File: src/hw/rtl/dqd_pkg.sv
`default_nettype none

package dqd_pkg;

    // Transaction modes on the input channel
    localparam logic [1:0] MODE_NORMAL = 2'd0;
    localparam logic [1:0] MODE_CUD    = 2'd1;
    localparam logic [1:0] MODE_TICK   = 2'd2;

    // Scheduling policy codes
    localparam logic [1:0] POL_STRICT = 2'd0;
    localparam logic [1:0] POL_RANK   = 2'd1;
    localparam logic [1:0] POL_BG     = 2'd2;
    localparam logic [1:0] POL_BANK   = 2'd3;

    // Configuration register indexes
    localparam logic CFG_POLICY       = 1'b0;
    localparam logic CFG_CUD_DURATION = 1'b1;

    // Reset values of the configuration registers
    localparam logic [1:0]  POLICY_RESET       = POL_BANK;
    localparam logic [15:0] CUD_DURATION_RESET = 16'd64;

    // Compute instruction decode
    localparam int ROW_BITS         = 17;
    localparam int BANK_FIELD_SHIFT = 17;

    typedef struct packed {
        logic [47:0] addr;
        logic [1:0]  rank;
        logic [2:0]  bank_group;
        logic [1:0]  bank;
    } nreq_t;

    typedef struct packed {
        logic [1:0]  mode;
        logic [47:0] addr;
        logic [1:0]  rank;
        logic [2:0]  bank_group;
        logic [1:0]  bank;
        logic [31:0] op_word;
        logic        mem_ready;
    } item_t;

    typedef struct packed {
        logic        accepted;
        logic        dispatched;
        logic        from_cud;
        logic        blocked;
        logic        send_failed;
        logic [47:0] addr;
        logic [31:0] op_word;
        logic [1:0]  rank;
        logic [2:0]  bank_group;
        logic [1:0]  bank;
        logic [16:0] row;
    } result_t;

    function automatic logic [16:0] inst_row(input logic [31:0] w);
        logic [31:0] m;
        m = w & ((32'd1 << ROW_BITS) - 32'd1);
        return m[16:0];
    endfunction

    function automatic logic [2:0] inst_bg(input logic [31:0] w);
        logic [31:0] f;
        f = w >> BANK_FIELD_SHIFT;
        return f[4:2];
    endfunction

    function automatic logic [1:0] inst_bank(input logic [31:0] w);
        logic [31:0] f;
        f = w >> BANK_FIELD_SHIFT;
        return f[1:0];
    endfunction

endpackage

`default_nettype wire

File: src/hw/rtl/dual_queue_dram_command_dispatcher_top.sv
`default_nettype none

// Two-queue DRAM command dispatcher. Each input transaction is an enqueue of a
// normal request (mode 0), an enqueue of a compute instruction (mode 1) or a
// scheduling tick (mode 2), and it yields exactly one result transaction. The
// block takes one transaction per clock unless the result channel stalls; a
// transaction is registered on entry, decided against the registered queue
// heads and arbitration state once the result register is free or draining,
// and its result is held in an output register. A stalled result holds an entry
// in the input register. Queue heads are read through a registered memory port
// whose next-head address is computed in the same cycle as the pop or push.
// Configuration: index 0 is the policy (0 strict compute priority, 1..3
// alternation with rank, bank-group or bank conflict blocking), index 1 is the
// number of ticks a started compute instruction blocks conflicting requests.
module dual_queue_dram_command_dispatcher_top
    import dqd_pkg::*;
#(
    parameter int NORMAL_DEPTH = 16,
    parameter int CUD_DEPTH    = 16
) (
    input  wire logic        aclk,
    input  wire logic        aresetn,
    // Configuration
    input  wire logic        cfg_we,
    input  wire logic        cfg_index,
    input  wire logic [15:0] cfg_wdata,
    // Input channel
    input  wire logic        s_valid,
    output logic             s_ready,
    input  wire logic [1:0]  s_mode,
    input  wire logic [47:0] s_addr,
    input  wire logic [1:0]  s_rank,
    input  wire logic [2:0]  s_bank_group,
    input  wire logic [1:0]  s_bank,
    input  wire logic [31:0] s_op_word,
    input  wire logic        s_mem_ready,
    // Result channel
    output logic             m_valid,
    input  wire logic        m_ready,
    output logic             m_accepted,
    output logic             m_dispatched,
    output logic             m_from_cud,
    output logic             m_blocked,
    output logic             m_send_failed,
    output logic [47:0]      m_out_addr,
    output logic [31:0]      m_out_op_word,
    output logic [1:0]       m_out_rank,
    output logic [2:0]       m_out_bank_group,
    output logic [1:0]       m_out_bank,
    output logic [16:0]      m_out_row
);

    logic [1:0]  policy_reg;
    logic [15:0] cud_duration_reg;

    logic        in_valid_reg;
    item_t       item_reg;
    logic        m_valid_reg;
    result_t     res_reg;
    result_t     res;

    logic        advance;
    logic        s_fire;
    logic        n_push, c_push, n_pop, c_pop;
    logic        n_full, n_empty, c_full, c_empty;
    nreq_t       n_head;
    nreq_t       n_wdata;
    logic [31:0] c_head;

    // Configuration registers
    always_ff @(posedge aclk) begin
        if (!aresetn) begin
            policy_reg       <= POLICY_RESET;
            cud_duration_reg <= CUD_DURATION_RESET;
        end else if (cfg_we) begin
            unique case (cfg_index)
                CFG_POLICY:       policy_reg       <= cfg_wdata[1:0];
                CFG_CUD_DURATION: cud_duration_reg <= cfg_wdata;
                default: ;
            endcase
        end
    end

    // Handshake: decide stage moves when the result register is free or draining
    assign advance = in_valid_reg && (!m_valid_reg || m_ready);
    assign s_ready = !in_valid_reg || advance;
    assign s_fire  = s_valid && s_ready;

    // Input register
    always_ff @(posedge aclk) begin
        if (!aresetn) begin
            in_valid_reg <= 1'b0;
        end else if (s_fire) begin
            in_valid_reg <= 1'b1;
        end else if (advance) begin
            in_valid_reg <= 1'b0;
        end
    end

    always_ff @(posedge aclk) begin
        if (s_fire) begin
            item_reg.mode       <= s_mode;
            item_reg.addr       <= s_addr;
            item_reg.rank       <= s_rank;
            item_reg.bank_group <= s_bank_group;
            item_reg.bank       <= s_bank;
            item_reg.op_word    <= s_op_word;
            item_reg.mem_ready  <= s_mem_ready;
        end
    end

    assign n_wdata.addr       = item_reg.addr;
    assign n_wdata.rank       = item_reg.rank;
    assign n_wdata.bank_group = item_reg.bank_group;
    assign n_wdata.bank       = item_reg.bank;

    dqd_fifo #(
        .DEPTH (NORMAL_DEPTH),
        .WIDTH ($bits(nreq_t))
    ) u_normal_q (
        .aclk      (aclk),
        .aresetn   (aresetn),
        .push      (n_push),
        .push_data (n_wdata),
        .pop       (n_pop),
        .head_data (n_head),
        .full      (n_full),
        .empty     (n_empty)
    );

    dqd_fifo #(
        .DEPTH (CUD_DEPTH),
        .WIDTH (32)
    ) u_cud_q (
        .aclk      (aclk),
        .aresetn   (aresetn),
        .push      (c_push),
        .push_data (item_reg.op_word),
        .pop       (c_pop),
        .head_data (c_head),
        .full      (c_full),
        .empty     (c_empty)
    );

    dqd_sched u_sched (
        .aclk         (aclk),
        .aresetn      (aresetn),
        .fire         (advance),
        .item         (item_reg),
        .policy       (policy_reg),
        .cud_duration (cud_duration_reg),
        .n_head       (n_head),
        .n_full       (n_full),
        .n_empty      (n_empty),
        .c_head       (c_head),
        .c_full       (c_full),
        .c_empty      (c_empty),
        .n_push       (n_push),
        .c_push       (c_push),
        .n_pop        (n_pop),
        .c_pop        (c_pop),
        .res          (res)
    );

    // Result register
    always_ff @(posedge aclk) begin
        if (!aresetn) begin
            m_valid_reg <= 1'b0;
        end else if (advance) begin
            m_valid_reg <= 1'b1;
        end else if (m_ready) begin
            m_valid_reg <= 1'b0;
        end
    end

    always_ff @(posedge aclk) begin
        if (advance) begin
            res_reg <= res;
        end
    end

    assign m_valid          = m_valid_reg;
    assign m_accepted       = res_reg.accepted;
    assign m_dispatched     = res_reg.dispatched;
    assign m_from_cud       = res_reg.from_cud;
    assign m_blocked        = res_reg.blocked;
    assign m_send_failed    = res_reg.send_failed;
    assign m_out_addr       = res_reg.addr;
    assign m_out_op_word    = res_reg.op_word;
    assign m_out_rank       = res_reg.rank;
    assign m_out_bank_group = res_reg.bank_group;
    assign m_out_bank       = res_reg.bank;
    assign m_out_row        = res_reg.row;

    a_excl_status: assert property (@(posedge aclk) disable iff (!aresetn)
        m_valid |-> !(m_dispatched && m_send_failed) && !(m_blocked && m_from_cud))
        else $error("conflicting status bits");
    a_blocked_idle: assert property (@(posedge aclk) disable iff (!aresetn)
        (m_valid && m_blocked) |-> (!m_dispatched && !m_send_failed && m_out_addr == '0))
        else $error("blocked transaction carries a dispatch");
    a_addr_source: assert property (@(posedge aclk) disable iff (!aresetn)
        (m_valid && m_out_addr != '0) |-> (m_dispatched && !m_from_cud))
        else $error("address without normal dispatch");

endmodule

`default_nettype wire

File: src/hw/rtl/dqd_fifo.sv
`default_nettype none

module dqd_fifo #(
    parameter int DEPTH = 16,
    parameter int WIDTH = 32
) (
    input  wire logic             aclk,
    input  wire logic             aresetn,
    input  wire logic             push,
    input  wire logic [WIDTH-1:0] push_data,
    input  wire logic             pop,
    output logic [WIDTH-1:0]      head_data,
    output logic                  full,
    output logic                  empty
);

    localparam int PW = (DEPTH > 1) ? $clog2(DEPTH) : 1;
    localparam int CW = $clog2(DEPTH + 1);

    logic [WIDTH-1:0] mem [DEPTH];
    logic [WIDTH-1:0] head_data_reg;
    logic [PW-1:0]    head_reg, head_next;
    logic [PW-1:0]    tail_reg, tail_next;
    logic [CW-1:0]    count_reg, count_next;

    // Pointer and occupancy update
    always_comb begin
        head_next  = head_reg;
        tail_next  = tail_reg;
        count_next = count_reg;
        if (pop) begin
            head_next  = (head_reg == PW'(DEPTH - 1)) ? '0 : head_reg + PW'(1);
            count_next = count_reg - CW'(1);
        end
        if (push) begin
            tail_next  = (tail_reg == PW'(DEPTH - 1)) ? '0 : tail_reg + PW'(1);
            count_next = count_reg + CW'(1);
        end
    end

    always_ff @(posedge aclk) begin
        if (!aresetn) begin
            head_reg  <= '0;
            tail_reg  <= '0;
            count_reg <= '0;
        end else begin
            head_reg  <= head_next;
            tail_reg  <= tail_next;
            count_reg <= count_next;
        end
    end

    // Storage with registered head read; a write into the next head slot is forwarded
    always_ff @(posedge aclk) begin
        if (push) begin
            mem[tail_reg] <= push_data;
        end
        if (push && (tail_reg == head_next)) begin
            head_data_reg <= push_data;
        end else begin
            head_data_reg <= mem[head_next];
        end
    end

    assign head_data = head_data_reg;
    assign full      = (count_reg == CW'(DEPTH));
    assign empty     = (count_reg == '0);

    a_no_push_full: assert property (@(posedge aclk) disable iff (!aresetn)
        push |-> !full) else $error("push into full queue");
    a_no_pop_empty: assert property (@(posedge aclk) disable iff (!aresetn)
        pop |-> !empty) else $error("pop from empty queue");
    a_count_bound: assert property (@(posedge aclk) disable iff (!aresetn)
        count_reg <= CW'(DEPTH)) else $error("queue count out of range");

endmodule

`default_nettype wire

File: src/hw/rtl/dqd_sched.sv
`default_nettype none

module dqd_sched
    import dqd_pkg::*;
(
    input  wire logic        aclk,
    input  wire logic        aresetn,
    input  wire logic        fire,
    input  wire item_t       item,
    input  wire logic [1:0]  policy,
    input  wire logic [15:0] cud_duration,
    input  wire nreq_t       n_head,
    input  wire logic        n_full,
    input  wire logic        n_empty,
    input  wire logic [31:0] c_head,
    input  wire logic        c_full,
    input  wire logic        c_empty,
    output logic             n_push,
    output logic             c_push,
    output logic             n_pop,
    output logic             c_pop,
    output result_t          res
);

    logic        last_was_cud_reg, last_was_cud_next;
    logic        cud_active_reg, cud_active_next;
    logic [31:0] active_inst_reg, active_inst_next;
    logic [31:0] active_start_reg, active_start_next;
    logic [31:0] tick_count_reg, tick_count_next;

    logic [31:0] tick_inc;
    logic [31:0] elapsed;
    logic        active_live;
    logic        r_hit, g_hit, b_hit, level_hit, conflict;
    logic        sel, is_cud, compute_turn;

    // Active-instruction window and conflict against the normal head
    always_comb begin
        tick_inc    = tick_count_reg + 32'd1;
        elapsed     = tick_inc - active_start_reg;
        active_live = cud_active_reg && (elapsed < {16'd0, cud_duration});
        r_hit       = (n_head.rank == 2'd0);
        g_hit       = (n_head.bank_group == inst_bg(active_inst_reg));
        b_hit       = (n_head.bank == inst_bank(active_inst_reg));
        unique case (policy)
            POL_STRICT: level_hit = 1'b0;
            POL_RANK:   level_hit = r_hit;
            POL_BG:     level_hit = r_hit && g_hit;
            POL_BANK:   level_hit = r_hit && g_hit && b_hit;
            default:    level_hit = 1'b0;
        endcase
        conflict = active_live && level_hit;
    end

    // Per-transaction decision
    always_comb begin
        res               = '0;
        n_push            = 1'b0;
        c_push            = 1'b0;
        n_pop             = 1'b0;
        c_pop             = 1'b0;
        sel               = 1'b0;
        is_cud            = 1'b0;
        compute_turn      = 1'b0;
        last_was_cud_next = last_was_cud_reg;
        cud_active_next   = cud_active_reg;
        active_inst_next  = active_inst_reg;
        active_start_next = active_start_reg;
        tick_count_next   = tick_count_reg;

        unique case (item.mode)
            MODE_NORMAL: begin
                if (!n_full) begin
                    n_push       = fire;
                    res.accepted = 1'b1;
                end
            end
            MODE_CUD: begin
                if (!c_full) begin
                    c_push       = fire;
                    res.accepted = 1'b1;
                end
            end
            MODE_TICK: begin
                tick_count_next = tick_inc;
                if (policy == POL_STRICT) begin
                    if (!c_empty) begin
                        sel    = 1'b1;
                        is_cud = 1'b1;
                    end else if (!n_empty) begin
                        sel = 1'b1;
                    end
                end else begin
                    cud_active_next = active_live;
                    if (!(c_empty && n_empty)) begin
                        compute_turn = !last_was_cud_reg;
                        if (compute_turn && c_empty) begin
                            compute_turn = 1'b0;
                        end
                        if (!compute_turn && n_empty) begin
                            compute_turn = 1'b1;
                        end
                        if (!compute_turn && conflict) begin
                            res.blocked = 1'b1;
                        end else begin
                            sel    = 1'b1;
                            is_cud = compute_turn;
                            last_was_cud_next = compute_turn;
                            // A new or different instruction restarts the window
                            if (compute_turn
                                && (!active_live || active_inst_reg != c_head)) begin
                                active_inst_next  = c_head;
                                cud_active_next   = 1'b1;
                                active_start_next = tick_inc;
                            end
                        end
                    end
                end

                if (sel) begin
                    res.from_cud    = is_cud;
                    res.dispatched  = item.mem_ready;
                    res.send_failed = !item.mem_ready;
                    if (is_cud) begin
                        res.bank_group = inst_bg(c_head);
                        res.bank       = inst_bank(c_head);
                        res.row        = inst_row(c_head);
                        if (item.mem_ready) begin
                            res.op_word = c_head;
                            c_pop       = fire;
                        end
                    end else begin
                        res.rank       = n_head.rank;
                        res.bank_group = n_head.bank_group;
                        res.bank       = n_head.bank;
                        if (item.mem_ready) begin
                            res.addr = n_head.addr;
                            n_pop    = fire;
                        end
                    end
                end
            end
            default: ;
        endcase
    end

    // Arbitration state
    always_ff @(posedge aclk) begin
        if (!aresetn) begin
            last_was_cud_reg <= 1'b0;
            cud_active_reg   <= 1'b0;
            active_inst_reg  <= '0;
            active_start_reg <= '0;
            tick_count_reg   <= '0;
        end else if (fire) begin
            last_was_cud_reg <= last_was_cud_next;
            cud_active_reg   <= cud_active_next;
            active_inst_reg  <= active_inst_next;
            active_start_reg <= active_start_next;
            tick_count_reg   <= tick_count_next;
        end
    end

    a_one_pop: assert property (@(posedge aclk) disable iff (!aresetn)
        !(n_pop && c_pop)) else $error("both queues popped");
    a_pop_is_tick: assert property (@(posedge aclk) disable iff (!aresetn)
        (n_pop || c_pop) |-> (fire && item.mode == MODE_TICK && item.mem_ready))
        else $error("pop outside a ready tick");

endmodule

`default_nettype wire
File: config.mk
export PLATFORM = sky130hd
export DESIGN_NAME = dual_queue_dram_command_dispatcher_top
export DESIGN_NICKNAME = d
export VERILOG_FILES = /design/src/hw/rtl/dqd_pkg.sv /design/src/hw/rtl/dual_queue_dram_command_dispatcher_top.sv /design/src/hw/rtl/dqd_fifo.sv /design/src/hw/rtl/dqd_sched.sv
export SDC_FILE = /design/constraint.sdc
export NUM_CORES = 2
export LEC_CHECK = 0
export BUFFER_PORTS_ARGS = -buffer_cell sky130_fd_sc_hd__buf_2
export CORE_UTILIZATION = 57
export CTS_CLUSTER_DIAMETER = 80
export CTS_CLUSTER_SIZE = 12
export DETAILED_ROUTE_END_ITERATION = 8
export PLACE_DENSITY = 0.84
export SLEW_MARGIN = 10
export SYNTH_ARGS = -nofsm -noshare
export SYNTH_HDL_FRONTEND = slang
export SYNTH_HIERARCHICAL = 1
export SYNTH_SLANG_ARGS = --single-unit
export TNS_END_PERCENT = 1
File: constraint.sdc
create_clock -name aclk -period 24.1 [get_ports aclk]
set_input_delay 1.205 -clock aclk [delete_from_list [all_inputs] [get_ports aclk]]
set_output_delay 1.205 -clock aclk [all_outputs]
set_load 0.03 [all_outputs]
**Yosys cells after proc, flatten, opt, wreduce, memory -nomap -nowiden**

Memories as Yosys holds them, arrays and structs flattened. A register that Yosys moved wholly into a read port is not among the register bits.
Index checks and enable logic that the tools add are counted.

- Word-level logic and storage cells: 166
- Flip-flop bits (word level): 343
- Memory bits (writable): 1392
- Memories kept: 2
- Output and inout port bits: 111
- Input bits: 112

Memory list:

| memory | depth | width | read ports | clocked after memory_dff | wr ports | RTL line | source |
|---|---|---|---|---|---|---|---|
| u_normal_q.mem | 16 | 55 | 1 | 1 | 1 | dqd_fifo.sv:20 | `logic [WIDTH-1:0] mem [DEPTH];` |
| u_cud_q.mem | 16 | 32 | 1 | 1 | 1 | dqd_fifo.sv:20 |  |

- Reductions and logical operators: 42
- Eq/ne operators: 14
- Add/sub/neg operators: 10
- Order comparisons: 1
- Bitwise gates (word level): 7
- Multiplexer cells: 57

Operators by type and width:

| operator | number |
|---|---|
| two-way mux 1 bit | 44 |
| adder 32 x 1 -> 32 bit, second input constant | 1 |
| < comparator 32 x 16 -> 1 bit | 1 |
| inequality test 32 bit | 1 |
| subtractor 32 bit | 1 |
| two-way mux 5 bit | 5 |
| two-way mux 4 bit | 6 |
| adder 4 x 1 -> 4 bit, second input constant | 4 |
| equality test 4 bit, second input constant | 4 |
| logical AND 1 bit | 11 |
| adder 5 x 1 -> 5 bit, second input constant | 2 |
| equality test 5 bit, second input constant | 2 |
| zero test 5 bit | 2 |
| subtractor 5 x 1 -> 5 bit, second input constant | 2 |
| AND reduction 2 bit | 4 |
| nonzero test 2 bit | 4 |
| zero test 1 bit | 7 |
| NOT 1 bit | 7 |
| equality test 2 bit, second input constant | 3 |
| zero test 2 bit | 3 |
| AND reduction 3 bit | 2 |
| AND reduction 6 bit | 1 |
| OR reduction 3 bit | 2 |
| AND reduction 5 bit | 1 |
| 8 further kinds | 11 |

**Longest topological paths before layout**

- Depth in word-level cells: 23
- Gate-level depth with buffers: 33

**Modules after synthesis**

Netlist, hierarchy kept.

By module, submodules not included:

| module | times used | sequential area each (µm²) | cells each | area an instance (µm²) |
|---|---|---|---|---|
| dqd_fifo (u_normal_q) | 1 | 26765.7 | 1454 | 33756.1 |
| dqd_fifo (u_cud_q) | 1 | 15715.1 | 896 | 20031.7 |
| dqd_sched | 1 | 1961.9 | 1149 | 8494.4 |
| dual_queue_dram_command_dispatcher_top | 1 | 6376.1 | 291 | 6894.1 |

**Worst setup path after synthesis**

No wires, ideal clock.

- Kind: in2reg
- Start: input port m_ready
- End: memory u_normal_q/mem[0][0] (netlist bit) (enable)
- Buffers on the path: 1
- Arrival: 8.795 ns
- Stages: 7
- Slack: 14.887 ns
- Path through: nor2b_1 -> nor2b_1 -> nor4b_1 -> clkbuf_1 -> inv_2 -> nor3_1 -> and2_1

- Word-level cells in the longest chain between the ends: 6

RTL lines:

| what | RTL line | source |
|---|---|---|
| from (decl) | dual_queue_dram_command_dispatcher_top.sv:39 | `input wire logic m_ready,` |
| logical OR 1 bit | dual_queue_dram_command_dispatcher_top.sv:85 | `assign advance = in_valid_reg && (!m_valid_reg \|\| m_ready);` |
| logical AND 1 bit | dual_queue_dram_command_dispatcher_top.sv:85 |  |
| named net advance | dual_queue_dram_command_dispatcher_top.sv:62 | `logic advance;` |
| two-way mux 1 bit | dqd_sched.sv:73 | `if (!n_full) begin` |
| two-way mux 1 bit | dqd_sched.sv:71 | `unique case (item.mode)` |
| named net n_push | dual_queue_dram_command_dispatcher_top.sv:64 | `logic n_push, c_push, n_pop, c_pop;` |
| two-way mux 1 bit | dqd_fifo.sv:55 | `if (push) begin` |
| two-way mux 1 bit (not written as such) | dqd_fifo.sv:56 | `mem[tail_reg] <= push_data;` |
| to (decl) | dqd_fifo.sv:20 |  |

The timed path passes the listed nets, and every way through them passes these cells.

**Worst setup path after layout**

- Start: register u_sched.tick_count_reg[0]
- End: register u_cud_q.count_reg[2]

- Word-level cells in the longest chain between the ends: 14
- Elaborated cells between the ends (all ways): 18
- Those cells by class: add/sub (2); order compare (1); mux (11); reduce/logical (4)

RTL lines:

| what | RTL line | source |
|---|---|---|
| from (decl) | dqd_sched.sv:29 | `logic [31:0] tick_count_reg, tick_count_next;` |
| from (signal assigned) | dqd_sched.sv:160 | `tick_count_reg <= tick_count_next;` |
| adder 32 x 1 -> 32 bit (*) | dqd_sched.sv:39 | `tick_inc = tick_count_reg + 32'd1;` |
| named net u_sched.tick_inc[12] | dqd_sched.sv:31 | `logic [31:0] tick_inc;` |
| subtractor 32 bit (*) | dqd_sched.sv:40 | `elapsed = tick_inc - active_start_reg;` |
| < comparator 32 x 16 -> 1 bit (*) | dqd_sched.sv:41 | `active_live = cud_active_reg && (elapsed < {16'd0, cud_duration});` |
| logical AND 1 bit (*) | dqd_sched.sv:41 |  |
| logical AND 1 bit (*) | dqd_sched.sv:52 | `conflict = active_live && level_hit;` |
| logical AND 1 bit (*) | dqd_sched.sv:103 | `if (!compute_turn && conflict) begin` |
| two-way mux 1 bit | dqd_sched.sv:103 |  |
| two-way mux 1 bit | dqd_sched.sv:95 | `if (!(c_empty && n_empty)) begin` |
| two-way mux 1 bit | dqd_sched.sv:86 | `if (policy == POL_STRICT) begin` |
| two-way mux 1 bit | dqd_sched.sv:71 |  |
| two-way mux 1 bit | dqd_sched.sv:124 | `if (is_cud) begin` |
| two-way mux 1 bit (*) | dqd_sched.sv:120 | `if (sel) begin` |
| two-way mux 1 bit (*) | dqd_sched.sv:71 |  |
| named net c_pop | dual_queue_dram_command_dispatcher_top.sv:64 |  |
| nonzero test 2 bit (no source line) (*) | n/a |  |
| to (signal assigned) | dqd_fifo.sv:49 | `count_reg <= count_next;` |
| to (decl) | dqd_fifo.sv:24 | `logic [CW-1:0] count_reg, count_next;` |

The timed path passes the listed nets; every way through them passes the cells marked *. The select of a mux whose other input is x is not followed.
A chain may end at the register's enable or synchronous reset.

==> results.sh <==
export IMPL_status="finished clean"
export IMPL_final_nets=4206
export IMPL_cts_resized=0
export IMPL_synth_warnings=6
export IMPL_ys_types=79
export IMPL_hold_class="register to register"
export IMPL_fin_setup_tns_ns=0
export IMPL_cpMostUsedCell="nor2_1"
export IMPL_firstDrtPassIters=8
export IMPL_pin_count=223
export IMPL_p_per_area_nw_per_um2=76.64
export IMPL_ctsRootBufferMaster="clkbuf_16"
export IMPL_fin_skew_ns=0.03287
export IMPL_largest_reg_flops=880
export IMPL_syn_area_um2=69180
export IMPL_grt_antenna_before_repair=10
export IMPL_first_iter_violations=5785
export IMPL_worst_path_largest_cell_delay_ns=0.47
export IMPL_fin_crit_sh_pct=29.93
export IMPL_vias=38410
export IMPL_seq_area_frac_synth_pct=73.46
export IMPL_port_buffers=222
export IMPL_drc=0
export IMPL_fin_util_pct=63.56
export IMPL_rows=127
export IMPL_cts_tree="done"
export IMPL_drive_gt1_share_pct=21.62
export IMPL_slew_viol_final=0
export IMPL_maxCapViolCount=0
export IMPL_grt_usage_pct=29.24
export IMPL_clock_sinks=1743
export IMPL_start_kind="register"
export IMPL_multi_input_area_um2=17150
export IMPL_final_setup_viol_count=0
export IMPL_clkTransAtPathRegs_ns=0.06
export IMPL_cpMaxStageDelayCell="ha_1"
export IMPL_holdBufCountCts=0
export IMPL_power_frac_clock_pct=40.1
export IMPL_arrival_ns=7.87
export IMPL_dieHeight_um=350.4
export IMPL_ant_nets=0
export IMPL_wl_per_cell_um=31.44
export IMPL_avgViaCountPerCell=6.739
export IMPL_p_comb_share_pct=2.4
export IMPL_synth_edf_count=1591
export IMPL_finalCriticalPeriod_ns=7.214
export IMPL_critical_path_class="register to register"
export IMPL_grt_max_degree=118
export IMPL_placed_cell_area_um2=71770
export IMPL_core_area_um2=120100
export IMPL_sw_frac_of_total_pct=20.94
export IMPL_p_int_mw=4.627
export IMPL_syn_area_per_cell_um2=18.25
export IMPL_grt_overflow=0
export IMPL_die_area_um2=122800
export IMPL_final_common_cell="edfxtp_1"
export IMPL_synth_top_area_share_pct=69.06
export IMPL_fp_dieW_um=350.4
export IMPL_grt_pass1_wl_mm=257.1
export IMPL_dp_final_hpwl_mm=87.98
export IMPL_clock_latency_ns=0.80
export IMPL_routed_wl_mm=179.2
export IMPL_start_util_pct=57.58
export IMPL_worst_slew_pin_slew_ns=1.271
export IMPL_switching_power_mw=1.225
export IMPL_finalPower_mw=5.852
export IMPL_seqPwrFrac_pct=57.5
export IMPL_post_cts_buffers=0
export IMPL_max_freq_mhz=138.6
export IMPL_seqCellArea_um2=50830
export IMPL_holdWs_ns=0.4556
export IMPL_clock_path_buffers=3
export IMPL_synth_flop_cell="edfxtp_1"
export IMPL_slew_headroom_pct=15.27
export IMPL_syn_nets=3968
export IMPL_cts_buffers=164
export IMPL_p_leak_nw=24.72
export IMPL_required_ns=24.76
export IMPL_ys_ff_latch=1743
export IMPL_async_flop_share_pct=0
export IMPL_grt_pass1_vias=38810
export IMPL_rsz0062_at_grt="no"
export IMPL_vdd_drop_max_v=0.00007561
export IMPL_crit_path_end_kind="register"
export IMPL_final_hold_viol_count=0
export IMPL_syn_inst=3790
export IMPL_place_congestion=0.8666
export IMPL_areaGrowthSynthToFinish_pct=10.37
export IMPL_cp_max_fo=11
export IMPL_nFillCells=7640
export IMPL_synthTopCellsByArea="edfxtp_1, mux4_2, dfxtp_1"
export IMPL_synth_top_cell_by_area="edfxtp_1"
export IMPL_final_cell_mix="edfxtp_1, mux4_2, nand2_1, buf_2, a22oi_1"
export IMPL_finish_instance_area_um2=76350
export IMPL_cts_htree_levels=4
[layout make-up]
| class | instances | share of cell area (%) |
|---|---|---|
| Inverter | 74 | 0.3638 |
| Clock inverter | 17 | 0.3245 |
| Sequential cell | 1743 | 66.58 |
| Antenna cell | 3 | 0.009833 |
| Timing Repair Buffer | 270 | 1.952 |
| Multi-Input combinational cell | 1775 | 22.47 |
| Tap cell | 1612 | 2.642 |
| Clock buffer | 205 | 5.660 |
[cells in the mapped netlist (all sizes together) (9+ instances only)]
library cell	number
a211oi	9
a21boi	13
a21o	12
a21oi	57
a22oi	176
and2	133
and3	17
and4	10
buf	93
clkbuf	105
dfxtp	152
edfxtp	1591
ha	63
inv	73
mux2i	66
mux4	348
nand2	342
nand3	39
nand4	49
nor2	66
nor2b	13
nor3	61
o21a	9
o21ai	65
or3	17
xnor2	92
xor2	24
[path summary, 6_finish.rpt]
path,from,end,slack (ns),cells after the start
setup reg to reg,u_sched/tick_count_reg[0],u_cud_q/count_reg[2],16.89,30
hold / removal,cud_duration_reg[9],cud_duration_reg[9],0.46,2
setup / recovery,u_sched/tick_count_reg[0],u_cud_q/count_reg[2],16.89,30
hold reg to reg,cud_duration_reg[9],cud_duration_reg[9],0.46,2
[worst max-delay path, delay by kind of cell, from the launching register on]
family | cells | cell delay (ns)
compound gates | 7 | 1.48
xor+xnor | 2 | 0.33
fa+ha+maj | 3 | 1.05
simple gates | 17 | 3.50
buf+inv | 1 | 0.23
flops | 1 | 0.46
[power groups by stage]
stage               Clock [mW]  Combinational [mW]  Sequential [mW]
finish                    2.35               0.140             3.36
global placement             0               0.131             3.42
detailed placement           0               0.135             3.43
CTS                       2.37               0.139             3.36
global route              2.47               0.148             3.37
floorplan                    0              0.0793             3.42
[kinds of logic (layout without fill, tap and decap cells)]
kind of cell | count (synthesis) | count (layout) | synth area share (%)
flip-flops | 1743 | 1743 | 73.46
AO/OA/AOI/OAI | 394 | 394 | 4.014
multiplexers | 416 | 416 | 12.32
AND/OR/NAND/NOR | 783 | 783 | 5.562
other | 0 | 3 | 0
adder cells (fa/ha/maj) | 66 | 66 | 1.226
buffers and inverters | 272 | 566 | 1.939
XOR/XNOR | 116 | 116 | 1.480
[layer usage]
metal | up-vias | share of wire [%] | global-route usage, % | routed length, um
met5 | - | 0.0073 | 0 | 13
met4 | 2 | 5.0 | 13.43 | 8908
met3 | 597 | 11 | 6.537 | 20210
met2 | 3023 | 48 | 47.42 | 86810
met1 | 19340 | 35 | 37.97 | 63210
li1 | 15450 | - | - | -
[per-stage QoR]
| step | setup WS [ns] | std cells |
|---|---|---|
| finish | 16.89 | 5699 |
| global route | 16.19 | 5697 |
| CTS | 17.03 | 5696 |
| detailed placement | 17.30 | 5474 |
| global placement | 17.45 | 5474 |
| floorplan | 14.89 | 3790 |
Power figures use the tool's default switching activity.
